### src/sv/wsd_pkg.sv
// Package for the WebSocket frame deframer: beat payload types, result bundle,
// opcode and class codes, and the opcode-to-class decoder. No dependencies.
`default_nettype none

package wsd_pkg;

    // Opcodes that get a class of their own
    localparam logic [3:0] OP_TEXT  = 4'h1;
    localparam logic [3:0] OP_CLOSE = 4'h8;
    localparam logic [3:0] OP_PING  = 4'h9;
    localparam logic [3:0] OP_PONG  = 4'hA;

    // Frame class codes
    localparam logic [2:0] CLS_TEXT  = 3'd0;
    localparam logic [2:0] CLS_CLOSE = 3'd1;
    localparam logic [2:0] CLS_PING  = 3'd2;
    localparam logic [2:0] CLS_PONG  = 3'd3;
    localparam logic [2:0] CLS_OTHER = 3'd4;

    // Input action codes
    localparam logic ACT_BYTE    = 1'b0;
    localparam logic ACT_RESTART = 1'b1;

    typedef struct packed {
        logic       action;
        logic [7:0] rx_byte;
    } t_wsd_in;

    typedef struct packed {
        logic [3:0] frame_opcode;
        logic [2:0] frame_class;
        logic       has_byte;
        logic [7:0] payload_byte;
        logic       last_of_frame;
    } t_wsd_out;

    // Parser to output stage: one result, qualified by valid
    typedef struct packed {
        logic     valid;
        t_wsd_out data;
    } t_wsd_res;

    function automatic logic [2:0] class_of(input logic [3:0] op);
        logic [2:0] cls;
        unique case (op)
            OP_TEXT:  cls = CLS_TEXT;
            OP_CLOSE: cls = CLS_CLOSE;
            OP_PING:  cls = CLS_PING;
            OP_PONG:  cls = CLS_PONG;
            default:  cls = CLS_OTHER;
        endcase
        return cls;
    endfunction

endpackage

`default_nettype wire

### src/sv/wsd_parser.sv
// Frame header parser and payload unmasker for the WebSocket deframer.
// Holds all frame state; result is combinational from state and the beat.
// Depends on wsd_pkg.
`default_nettype none

module wsd_parser (
    input  wire logic             i_clk,
    input  wire logic             i_rst_n,
    input  wire logic             i_accept,
    input  wire wsd_pkg::t_wsd_in i_in,
    output wsd_pkg::t_wsd_res     o_res
);

    localparam logic [2:0] PH_HDR0    = 3'd0;
    localparam logic [2:0] PH_HDR1    = 3'd1;
    localparam logic [2:0] PH_EXTLEN  = 3'd2;
    localparam logic [2:0] PH_MASK    = 3'd3;
    localparam logic [2:0] PH_PAYLOAD = 3'd4;

    logic [2:0]  r_phase,    n_phase;
    logic [3:0]  r_opcode,   n_opcode;
    logic        r_masked,   n_masked;
    logic [3:0]  r_len_left, n_len_left;
    logic [2:0]  r_key_left, n_key_left;
    logic [63:0] r_remain,   n_remain;
    logic [31:0] r_key,      n_key;
    logic [1:0]  r_key_idx,  n_key_idx;

    logic [7:0]  b;
    logic [6:0]  len7;
    logic        len_done;     // length known this beat
    logic        hdr_done;     // header complete this beat
    logic        use_mask;
    logic [63:0] hdr_len;
    logic [7:0]  key_byte;

    assign b = i_in.rx_byte;

    always_comb begin
        n_phase    = r_phase;
        n_opcode   = r_opcode;
        n_masked   = r_masked;
        n_len_left = r_len_left;
        n_key_left = r_key_left;
        n_remain   = r_remain;
        n_key      = r_key;
        n_key_idx  = r_key_idx;
        len7       = b[6:0];
        len_done   = 1'b0;
        hdr_done   = 1'b0;
        use_mask   = r_masked;
        hdr_len    = r_remain;
        key_byte   = 8'h00;

        o_res.valid              = 1'b0;
        o_res.data.frame_opcode  = r_opcode;
        o_res.data.frame_class   = wsd_pkg::class_of(r_opcode);
        o_res.data.has_byte      = 1'b0;
        o_res.data.payload_byte  = 8'h00;
        o_res.data.last_of_frame = 1'b0;

        if (i_in.action == wsd_pkg::ACT_RESTART) begin
            n_phase    = PH_HDR0;
            n_opcode   = '0;
            n_masked   = 1'b0;
            n_len_left = '0;
            n_key_left = '0;
            n_remain   = '0;
            n_key      = '0;
            n_key_idx  = '0;
        end else begin
            unique case (r_phase)
                PH_HDR1: begin
                    n_masked = b[7];
                    use_mask = b[7];
                    if (len7 == 7'd126 || len7 == 7'd127) begin
                        n_len_left = (len7 == 7'd126) ? 4'd2 : 4'd8;
                        n_remain   = '0;
                        n_phase    = PH_EXTLEN;
                    end else begin
                        n_remain = {57'd0, len7};
                        hdr_len  = {57'd0, len7};
                        len_done = 1'b1;
                    end
                end
                PH_EXTLEN: begin
                    n_remain = {r_remain[55:0], b};
                    hdr_len  = {r_remain[55:0], b};
                    if (r_len_left != '0) begin
                        n_len_left = r_len_left - 4'd1;
                    end
                    len_done = (n_len_left == '0);
                end
                PH_MASK: begin
                    n_key = {r_key[23:0], b};
                    if (r_key_left != '0) begin
                        n_key_left = r_key_left - 3'd1;
                    end
                    hdr_done = (n_key_left == '0);
                end
                PH_PAYLOAD: begin
                    // key byte 0 sits in the top of the key word
                    case (r_key_idx)
                        2'd0:    key_byte = r_key[31:24];
                        2'd1:    key_byte = r_key[23:16];
                        2'd2:    key_byte = r_key[15:8];
                        default: key_byte = r_key[7:0];
                    endcase
                    if (!r_masked) begin
                        key_byte = 8'h00;
                    end
                    n_key_idx = r_key_idx + 2'd1;
                    if (r_remain != '0) begin
                        n_remain = r_remain - 64'd1;
                    end
                    o_res.valid             = 1'b1;
                    o_res.data.has_byte     = 1'b1;
                    o_res.data.payload_byte = b ^ key_byte;
                    if (n_remain == '0) begin
                        n_phase                  = PH_HDR0;
                        o_res.data.last_of_frame = 1'b1;
                    end
                end
                default: begin
                    // first header byte; unused codes land here too
                    n_opcode = b[3:0];
                    n_phase  = PH_HDR1;
                end
            endcase

            if (len_done) begin
                if (use_mask) begin
                    n_key_left = 3'd4;
                    n_key      = '0;
                    n_phase    = PH_MASK;
                end else begin
                    hdr_done = 1'b1;
                end
            end

            if (hdr_done) begin
                n_key_idx = '0;
                if (hdr_len == '0) begin
                    // empty frame: one result with no byte
                    n_phase                  = PH_HDR0;
                    o_res.valid              = 1'b1;
                    o_res.data.last_of_frame = 1'b1;
                end else begin
                    n_phase = PH_PAYLOAD;
                end
            end
        end
    end

    always_ff @(posedge i_clk) begin
        if (!i_rst_n) begin
            r_phase    <= PH_HDR0;
            r_opcode   <= '0;
            r_masked   <= 1'b0;
            r_len_left <= '0;
            r_key_left <= '0;
            r_remain   <= '0;
            r_key      <= '0;
            r_key_idx  <= '0;
        end else if (i_accept) begin
            r_phase    <= n_phase;
            r_opcode   <= n_opcode;
            r_masked   <= n_masked;
            r_len_left <= n_len_left;
            r_key_left <= n_key_left;
            r_remain   <= n_remain;
            r_key      <= n_key;
            r_key_idx  <= n_key_idx;
        end
    end

endmodule

`default_nettype wire

### src/sv/websocket_frame_deframer.sv
// WebSocket deframer; results are registered, and only payload bytes and
// empty frames give results; 1 beat per cycle while the skid is empty.
// A 2-entry output stage (result register + skid register) decouples the
// sides: o_in_ready depends only on skid occupancy, never on i_out_ready.
// Reset (synchronous, i_rst_n low) returns the parser to frame start and
// empties the output stage.
`default_nettype none

module websocket_frame_deframer (
    input  wire logic              i_clk,
    input  wire logic              i_rst_n,
    // input beats
    input  wire logic              i_in_valid,
    output logic                   o_in_ready,
    input  wire wsd_pkg::t_wsd_in  i_in_data,
    // result beats
    output logic                   o_out_valid,
    input  wire logic              i_out_ready,
    output wsd_pkg::t_wsd_out      o_out_data
);

    logic              accept;
    logic              out_free;
    wsd_pkg::t_wsd_res res;

    logic              r_out_valid,  n_out_valid;
    logic              r_skid_valid, n_skid_valid;
    wsd_pkg::t_wsd_out r_out,        n_out;
    wsd_pkg::t_wsd_out r_skid,       n_skid;

    // Ready is registered: skid empty means room for one more result.
    assign o_in_ready = !r_skid_valid;
    assign accept     = i_in_valid && o_in_ready;
    // Output register empties this cycle, or already is empty
    assign out_free   = !r_out_valid || i_out_ready;

    // Header parsing, length counting and unmasking
    wsd_parser u_parser (
        .i_clk    (i_clk),
        .i_rst_n  (i_rst_n),
        .i_accept (accept),
        .i_in     (i_in_data),
        .o_res    (res)
    );

    // Output stage steering. While the skid is full no beat is accepted,
    // so a held skid result always drains ahead of any newer one.
    always_comb begin
        n_out_valid  = r_out_valid;
        n_out        = r_out;
        n_skid_valid = r_skid_valid;
        n_skid       = r_skid;
        if (out_free) begin
            if (r_skid_valid) begin
                n_out        = r_skid;
                n_out_valid  = 1'b1;
                n_skid_valid = 1'b0;
            end else if (accept && res.valid) begin
                n_out       = res.data;
                n_out_valid = 1'b1;
            end else begin
                n_out_valid = 1'b0;
            end
        end else if (accept && res.valid) begin
            // result waits downstream: park the new one
            n_skid       = res.data;
            n_skid_valid = 1'b1;
        end
    end

    always_ff @(posedge i_clk) begin
        if (!i_rst_n) begin
            r_out_valid  <= 1'b0;
            r_skid_valid <= 1'b0;
        end else begin
            r_out_valid  <= n_out_valid;
            r_skid_valid <= n_skid_valid;
        end
    end

    // payload registers carry no reset
    always_ff @(posedge i_clk) begin
        r_out  <= n_out;
        r_skid <= n_skid;
    end

    assign o_out_valid = r_out_valid;
    assign o_out_data  = r_out;

endmodule

`default_nettype wire

### config.mk
export PLATFORM = sky130hd
export DESIGN_NAME = websocket_frame_deframer
export DESIGN_NICKNAME = d
export VERILOG_FILES = /design/src/sv/wsd_pkg.sv /design/src/sv/wsd_parser.sv /design/src/sv/websocket_frame_deframer.sv
export SDC_FILE = /design/constraint.sdc
export NUM_CORES = 1
export LEC_CHECK = 0
export ABC_CLOCK_PERIOD_IN_PS = 6600
export BUFFER_PORTS_ARGS = -buffer_cell sky130_fd_sc_hd__clkbuf_2
export CORE_ASPECT_RATIO = 0.75
export CORE_MARGIN = 4
export CORE_UTILIZATION = 70
export CTS_BUF_LIST = sky130_fd_sc_hd__clkbuf_8
export DETAILED_ROUTE_END_ITERATION = 7
export PLACE_DENSITY = 0.95
export SLEW_MARGIN = 10
export SYNTH_ARGS = -nofsm -noshare
export SYNTH_HDL_FRONTEND = slang
export SYNTH_HIERARCHICAL = 1
export SYNTH_SLANG_ARGS = --single-unit
### constraint.sdc
create_clock -name i_clk -period 6.6 [get_ports i_clk]
set_input_delay 1.32 -clock i_clk [delete_from_list [all_inputs] [get_ports i_clk]]
set_output_delay 1.32 -clock i_clk [all_outputs]
set_load 0.05 [all_outputs]
# --- Yosys cells after proc, flatten, opt, wreduce, memory -nomap -nowiden ---
# Index checks and enable logic that the tools add are counted.
totals:
  ff_bits: 149
  inputBits: 13
classes:
  n_addsub: 4
  eq_ne: 14
  muxes: 68
  n_bitwise: 3
  reduce_logical: 27
op_table:
  columns: ["cell", "n"]
  rows:
  - ["64-bit 2-to-1 mux", 6]
  - ["64-bit case mux with 3 select lines", 1]
  - ["64-bit zero test", 2]
  - ["32-bit 2-to-1 mux", 4]
  - ["64-bit case mux with 2 select lines", 1]
  - ["64-bit nonzero test", 1]
  - ["64-bit by 1-bit subtractor with 64-bit output, second input constant", 1]
  - ["3-bit 2-to-1 mux", 14]
  - ["17-bit 2-to-1 mux", 2]
  - ["4-bit 2-to-1 mux", 8]
  - ["8-bit 2-to-1 mux", 3]
  - ["8-bit case mux with 3 select lines", 1]
  - ["10-bit 2-to-1 mux", 2]
  - ["1-bit 2-to-1 mux", 18]
  - ["7-bit equality test, second input constant", 2]
  - ["4-bit equality test, second input constant", 3]
  - ["3-bit case mux with 4 select lines", 1]
  - ["2-bit AND reduction", 5]
  - ["3-bit case mux with 3 select lines", 1]
  - ["3-bit nonzero test", 3]
  - ["4-bit case mux with 2 select lines", 1]
  - ["4-bit nonzero test", 2]
  - ["8-bit XOR", 1]
  - ["7-bit 2-to-1 mux", 1]
  - ["24 further kinds", 32]

# --- Logic depth before layout (Yosys ltp) ---
# Gate-level depths: netlist of run 1.
depth:
  word_depth: 14
  mapped_depth: 15
  depth_no_buf: 13

# --- Modules after synthesis ---
# The synthesis of run 1 kept the hierarchy.
by_module_without_submodules:
  columns: ["mod", "n_inst", "cells_per_inst", "area_per_inst_um2", "seq_area_each_um2"]
  rows:
  - ["wsd_parser", 1, 1083, 8110.3, 2262.2]
  - ["websocket_frame_deframer", 1, 64, 1396.3, 1061.0]

# --- Worst setup path before layout of run 1 ---
# OpenSTA, ideal clock, no wires.
synth_path:
  kind: "flip-flop to flip-flop"
  from: "reg u_parser.r_remain[35]"
  to: "reg r_skid[0] (netlist name) (enable)"
  setup_ns: 0.412
  arrival_time_ns: 3.988
  path_slack_ns: 2.200
  path_stages_with_launch: 12
  path_buffers: 2
  path_cell_list: "dfxtp_1 buf_6 nor4_2 nand3_1 or4_1 clkbuf_2 nor3_1 a311o_1 o2111ai_1 a21oi_1 nand2_1 nor3_1"
synth_rtl:
  columns: ["item", "line_no", "text"]
  rows:
  - ["start: declaration", "wsd_parser.sv:25", "logic [63:0] r_remain, n_remain;"]
  - ["start signal: assignment", "wsd_parser.sv:171", "r_remain <= n_remain;"]
  - ["end signal: assignment", "websocket_frame_deframer.sv:84", "r_skid <= n_skid;"]
  - ["end: declaration", "websocket_frame_deframer.sv:29", "wsd_pkg::t_wsd_out r_skid, n_skid;"]

==> results of run 1 <==
[worst max-delay path, cell delays in order, from the launching register on]
cell and delay, ns:
dfxtp_1 0.39, inv_1 0.18, ha_1 0.31, nor3b_1 0.67, nand2_1 0.21, nor4_1 0.87, o311ai_2 0.41, nor3_1 0.28
xnor2_1 0.22, nand3_1 0.10, or4b_1 0.50, or4_1 0.54, a21oi_1 0.23, mux2_4 0.18
[synth_stat cells (4+ instances only)]
master	n	area, sq um
o211ai_1	4	30.0
a222oi_1	8	80.1
a21oi_1	29	145
nand4_1	16	100
or3_1	15	93.8
xor2_1	31	272
nand2b_1	18	113
o31ai_1	10	75.1
nor4_2	4	50.1
mux2_4	16	240
and3_1	5	31.3
nand3b_1	4	30.0
a22oi_1	100	751
and2_1	10	62.6
clkbuf_1	79	297
o31a_1	4	35.0
a21boi_0	5	37.5
a21o_1	5	37.5
a22o_1	19	166
ha_1	8	100
nor2b_1	105	657
inv_1	20	75.1
buf_2	9	45.0
nand2_1	110	413
nor2_1	69	259
o21ai_0	71	355
nor4_1	31	194
nor4b_1	6	52.6
o22ai_1	9	56.3
a211oi_1	6	45.0
a31oi_1	4	25.0
xnor2_1	16	140
edfxtp_1	34	1020
dfxtp_1	115	2300
or4_1	11	82.6
nand4b_1	7	61.3
nand3_1	23	115
buf_6	4	45.0
nor3_1	43	215
nor3b_1	5	37.5
[cell usage in the layout, fill, tap and decap left out, drive strengths merged, types with 12 or more instances in the layout]
cell    instances
nor2b         105
dfxtp         115
nor3           44
nand4          17
or3            17
inv            27
buf            14
edfxtp         34
nand3          23
o21ai          74
xnor2          16
nor4           38
a21oi          30
nor2           69
xor2           31
mux2           18
clkbuf         48
nand2b         18
a22oi         100
or4            12
nand2         110
a22o           19
[final timing paths]
| kind | startpoint | to | depth (start not counted) |
|---|---|---|---|
| worst max-delay path | u_parser/r_remain[0] | o_out_data[0] | 13 |
| worst min-delay path | u_parser/r_key_idx[1] | u_parser/r_key_idx[1] | 2 |
| worst max register to register | u_parser/r_remain[0] | o_out_data[0] | 13 |
| worst min register to register | u_parser/r_key_idx[1] | u_parser/r_key_idx[1] | 2 |
[sequential cells by signal, summed over array words and instances (netlist names), 3 cells and up]
register and cells:
u_parser/r_key 32, u_parser/r_opcode 4, u_parser/r_len_left 4, u_parser/r_phase 3, r_skid 17, o_out_data 17, u_parser/r_remain 64, u_parser/r_key_left 3
[power groups by stage]
| stage | registers, mW | clock network [mW] | logic (mW) |
|---|---|---|---|
| after global routing | 0.940 | 0.805 | 0.290 |
| final | 0.939 | 0.765 | 0.273 |
| after CTS | 0.939 | 0.769 | 0.262 |
| after global placement | 0.959 | 0 | 0.257 |
| after floorplan | 0.962 | 0 | 0.185 |
| after detailed placement | 0.960 | 0 | 0.259 |
[stage by stage]
stage               worst slack [ns]   util  power (mW)  instances  cell area, sq um
CTS                             1.56  0.762        1.97       1299             10000
detailed placement              1.58  0.731        1.22       1267              9610
floorplan                       2.20      -        1.15       1147              9510
finish                          1.38  0.762        1.98       1299             10000
global placement                1.71  0.731        1.22       1267              9610
global route                    1.17  0.762        2.03       1299             10000
[metal layers]
metal / vias up / global-route usage
met3: 100 / 0.116
met5: - / 0
met4: 0 / 0.140
met2: 761 / 0.540
met1: 4328 / 0.561
li1: 4170 / -
[cell families (layout without fill, tap and decap cells)]
family                     after synthesis  in the layout  synth area share
and+or+nand+nor                        503            503             0.295
AOI/OAI and AO/OA                      303            303             0.220
DFF                                    149            149             0.350
buffers and inverters                  116             97            0.0511
xor gates and xnor gates                47             47            0.0433
muxes                                   21             21            0.0308
adders and majority gates                8              8            0.0105
[final cells by class]
class / instances / share of cell area
well taps: 171 / 0.0213
repair buffers: 45 / 0.0260
inverters: 20 / 0.00749
multi-input cells: 882 / 0.573
clock buffers: 17 / 0.0233
clock inverters: 15 / 0.0177
flip-flops and latches: 149 / 0.332
==> results.json, run 1 <==
{
  "dpl.hpwl_um": 20000,
  "syn_area_sq_um": 9510,
  "drv_cap": 0,
  "grt_max_degree": 120,
  "peakVddDrop_mv": 0.214,
  "clockBufferDepth": 2,
  "numPortBuffers": 31,
  "ant_nets": 0,
  "power_frac_clock": 0.387,
  "crit_path_max_fanout": 8,
  "post-route-drc-count": 0,
  "root_buffer": "clkbuf_8",
  "top_layer": "met4",
  "hold_slack_ns": 0.521,
  "avgSynthCellArea_sq_um": 8.29,
  "critPathLaunchType": "flop",
  "clkSinkCount": 149,
  "ys_ff_latch": 149,
  "critPathRequiredTime_ns": 6.95,
  "post_cts_buffers": 0,
  "period_needed_ns": 5.22,
  "cts_tree": "yes",
  "critPathKind": "reg -> reg",
  "p_seq_frac": 0.475,
  "grt-ovfl-total": 0,
  "routed_wl_um": 29900,
  "cp-end-kind": "flop",
  "die_area_sq_um": 15500,
  "fin_worst_skew_ns": 0.0125,
  "worst_slew_pin_slew_ns": 1.25,
  "hold_class": "reg -> reg",
  "setup_viol": 0,
  "syn-num-nets": 1168,
  "route.met2.wl_um": 12400,
  "async_flop_share": 0,
  "combPwrFrac": 0.138,
  "hold_buffers": 0,
  "p_leak_nw": 3.66,
  "row_count": 36,
  "cts_htree_levels": 4,
  "wl_met1_um": 12300,
  "ctsResizeCount": 0,
  "fillCellCount": 940,
  "grt_pass1_vias": 8469,
  "area_growth_pct": 5.42,
  "finalMaxSlewViolations": 0,
  "rsz0062_at_grt": "false",
  "slew_headroom": 0.162,
  "grt_pass1_wl_um": 46900,
  "route.met3.wl_um": 4380,
  "hold_viol": 0,
  "fin_crit_sh": 0.791,
  "vias": 9359,
  "start_util": 0.723,
  "fmax_mhz": 191,
  "synth_warnings": 6,
  "p_per_area_nw_per_um2": 197,
  "ff_latch_area_sq_um": 3320,
  "clk_pin_slew_ns": 0.08,
  "diodes": 0,
  "fin_nets": 1136,
  "power.internal_mw": 1.40,
  "detail_route.wl_per_cell_um": 23.0,
  "firstDrtPassIters": 7,
  "coreArea_sq_um": 13200,
  "ys.flop_type": "dfxtp_1",
  "chipWidth_um": 143,
  "vias_per_cell": 7.20,
  "track_usage": 0.386,
  "fp.dieH_um": 109,
  "synth_edf_count": 34,
  "finalSetupTns_ns": 0,
  "crit_arrival_ns": 5.57,
  "place_congestion": 1.04,
  "ys_seq_area_frac": 0.350,
  "p_sw_mw": 0.575,
  "grt_antenna_before_repair": 0,
  "status": "finished, final reports clean",
  "drtIter0Drc": 1762,
  "cts_inserted_buffers": 17,
  "multiInputGateArea_sq_um": 5740,
  "worstSkewPairLatency_ns": 0.48,
  "io_pins": 32,
  "drive_above_1_share": 0.109,
  "syn_inst": 1147,
  "yosysUniqueCellTypes": 77,
  "swShare": 0.291,
  "r2r_setup_slack_ns": 1.38
}
(Power assumes the default switching activity.)
==> inputs of run 2 (changes only) <==
--- a/config.mk
+++ b/config.mk
@@ -5,14 +5,14 @@
 export SDC_FILE = /design/constraint.sdc
 export NUM_CORES = 1
 export LEC_CHECK = 0
-export ABC_CLOCK_PERIOD_IN_PS = 6600
+export ABC_CLOCK_PERIOD_IN_PS = 4600
 export BUFFER_PORTS_ARGS = -buffer_cell sky130_fd_sc_hd__clkbuf_2
 export CORE_ASPECT_RATIO = 0.75
 export CORE_MARGIN = 4
-export CORE_UTILIZATION = 70
+export CORE_UTILIZATION = 59
 export CTS_BUF_LIST = sky130_fd_sc_hd__clkbuf_8
 export DETAILED_ROUTE_END_ITERATION = 7
-export PLACE_DENSITY = 0.95
+export PLACE_DENSITY = 0.87
 export SLEW_MARGIN = 10
 export SYNTH_ARGS = -nofsm -noshare
 export SYNTH_HDL_FRONTEND = slang
==> constraint.sdc (replaced) <==
create_clock -name i_clk -period 4.6 [get_ports i_clk]
set_input_delay 0.92 -clock i_clk [delete_from_list [all_inputs] [get_ports i_clk]]
set_output_delay 0.92 -clock i_clk [all_outputs]
set_load 0.05 [all_outputs]
==> run 2 against run 1 <==
Total power is 44% higher; worst hold slack worse by 0.0077 ns; count of clock-buffer cells in the layout stayed put; register-to-register slack worse by 1.2 ns; setup slack worse by 1.2 ns; die area is 17% higher; critical path type unchanged; via count is 1.1% higher.
==> results.json, run 2 (synthesized netlist as in run 1, its figures left out) <==
{
  "drv_cap": 0,
  "place_congestion": 1.09,
  "fmax_mhz": 225,
  "numPortBuffers": 31,
  "cp_cell_sequence": "nor4_2 > nand3_1 > or4_1 > nor3_4 > buf_4 > nor4b_1 > xnor2_1 > nand3_1 > or4b_1 > or4_1 > a21oi_1 > mux2_4",
  "critPathKind": "reg -> reg",
  "critPathBufInv": 1,
  "dpl.hpwl_um": 21200,
  "p_leak_nw": 3.93,
  "setup_viol": 0,
  "finalSetupTns_ns": 0,
  "cts_tree": "yes",
  "clockBufferDepth": 2,
  "track_usage": 0.323,
  "finalMaxSlewViolations": 0,
  "root_buffer": "clkbuf_8",
  "drtIter0Drc": 1862,
  "start_util": 0.613,
  "row_count": 39,
  "grt_pass1_vias": 8507,
  "drive_above_1_share": 0.149,
  "coreArea_sq_um": 15500,
  "largest_register_ff_count": 64,
  "clk_pin_slew_ns": 0.10,
  "routed_wl_um": 29900,
  "fin_crit_sh": 0.967,
  "post-route-drc-count": 0,
  "crit_arrival_ns": 4.80,
  "largest-register": "u_parser/r_remain",
  "firstDrtPassIters": 6,
  "worst_path_dominant_cell_family": "simple AND/OR/NAND/NOR gates",
  "critPathSlowestCell": "or4_1",
  "detail_route.wl_per_cell_um": 21.6,
  "vias": 9459,
  "peakVddDrop_mv": 0.197,
  "hold_buffers": 0,
  "cts_inserted_buffers": 17,
  "ant_nets": 0,
  "chipWidth_um": 155,
  "period_needed_ns": 4.45,
  "die_area_sq_um": 18200,
  "area_growth_pct": 9.95,
  "grt_max_degree": 70,
  "top_regs": "u_parser/r_remain x64, u_parser/r_key x32",
  "final_area_sq_um": 10500,
  "vias_per_cell": 6.84,
  "fp.dieH_um": 118,
  "grt_pass1_wl_um": 47800,
  "clkSinkCount": 149,
  "placed_cell_area_sq_um": 10000,
  "hold_viol": 0,
  "hold_class": "reg -> reg",
  "p_total_mw": 2.85,
  "final_cell_mix": "115 x dfxtp_1, 110 x nand2_1, 105 x nor2b_1",
  "p_per_area_nw_per_um2": 273,
  "fin_nets": 1186,
  "worst_slew_pin_slew_ns": 1.03,
  "critPathRequiredTime_ns": 4.95,
  "io_pins": 32,
  "worstSkewPairLatency_ns": 0.48,
  "fin_worst_skew_ns": 0.0141,
  "slowest_delay_ns": 0.70,
  "status": "finished, final reports clean",
  "grt-ovfl-total": 0,
  "slew_headroom": 0.312,
  "cp-end-kind": "flop",
  "diodes": 0,
  "rsz0062_at_grt": "false",
  "final_common_cell": "dfxtp_1",
  "grt_antenna_before_repair": 0,
  "setup_ws_ns": 0.152,
  "pre_cts_slack_ns": 0.205,
  "critPathLaunchType": "flop",
  "cts_htree_levels": 4,
  "crit_path_max_fanout": 8
}
run 2: cell types whose count changed in the layout (fill, tap and decap cells not counted), sizes merged:
cell	before	now
bufinv	3	2
clkinvlp	4	0
buf	14	64
inv	27	28
clkinv	1	5
run 2: cell type report:
type	instances	area, sq um
Clock buffer	17	234
Clock inverter	15	185
Fill cell	1284	5060
Inverter	20	75.1
Multi-Input combinational cell	882	5740
Sequential cell	149	3320
Tap cell	205	256
Timing Repair Buffer	95	636
run 2: path summary, 6_finish.rpt:
check | startpoint | slack [ns] | end | cells past startpoint
setup / recovery | u_parser/r_remain[35] | 0.15 | o_out_data[0] | 12
hold / removal | u_parser/r_key_idx[1] | 0.51 | u_parser/r_key_idx[1] | 2
setup reg to reg | u_parser/r_remain[35] | 0.15 | o_out_data[0] | 12
hold reg to reg | u_parser/r_key_idx[1] | 0.51 | u_parser/r_key_idx[1] | 2
run 2: repair_timing:
action                     CTS  global route
setup endpoints to repair    0             2
resized for setup            0             1
setup buffers                0             0
run 2: metrics by stage:
stage                     cells  utilization  hold slack, ns
final                      1383        0.674           0.514
after global placement     1351        0.646           0.482
after CTS                  1383        0.673           0.512
after detailed placement   1351        0.646           0.496
after global routing       1383        0.674           0.547
after floorplan            1147            -           0.467
run 2: power by group:
| part | internal, mW | switching, mW | total [mW] | leakage [nW] |
|---|---|---|---|---|
| clock | 0.507 | 0.589 | 1.10 | 0.214 |
| sequential | 1.34 | 0.00764 | 1.35 | 1.28 |
| combinational | 0.152 | 0.261 | 0.413 | 2.44 |
| total | 2.00 | 0.857 | 2.85 | 3.93 |
run 2: tightest hold or removal path, delay by kind of cell (launching register included):
| kind | cells | cell delay [ns] |
|---|---|---|
| AND/OR/NAND/NOR | 2 | 0.13 |
| flip-flops | 1 | 0.35 |
run 2: layer usage:
metal | vias to the layer above | part of all wire | global-route usage
met2 | 640 | 0.42 | 0.451
met5 | - | 0 | 0
met1 | 4478 | 0.43 | 0.491
li1 | 4272 | - | -
met4 | 0 | 0.020 | 0.0767
met3 | 69 | 0.13 | 0.0886
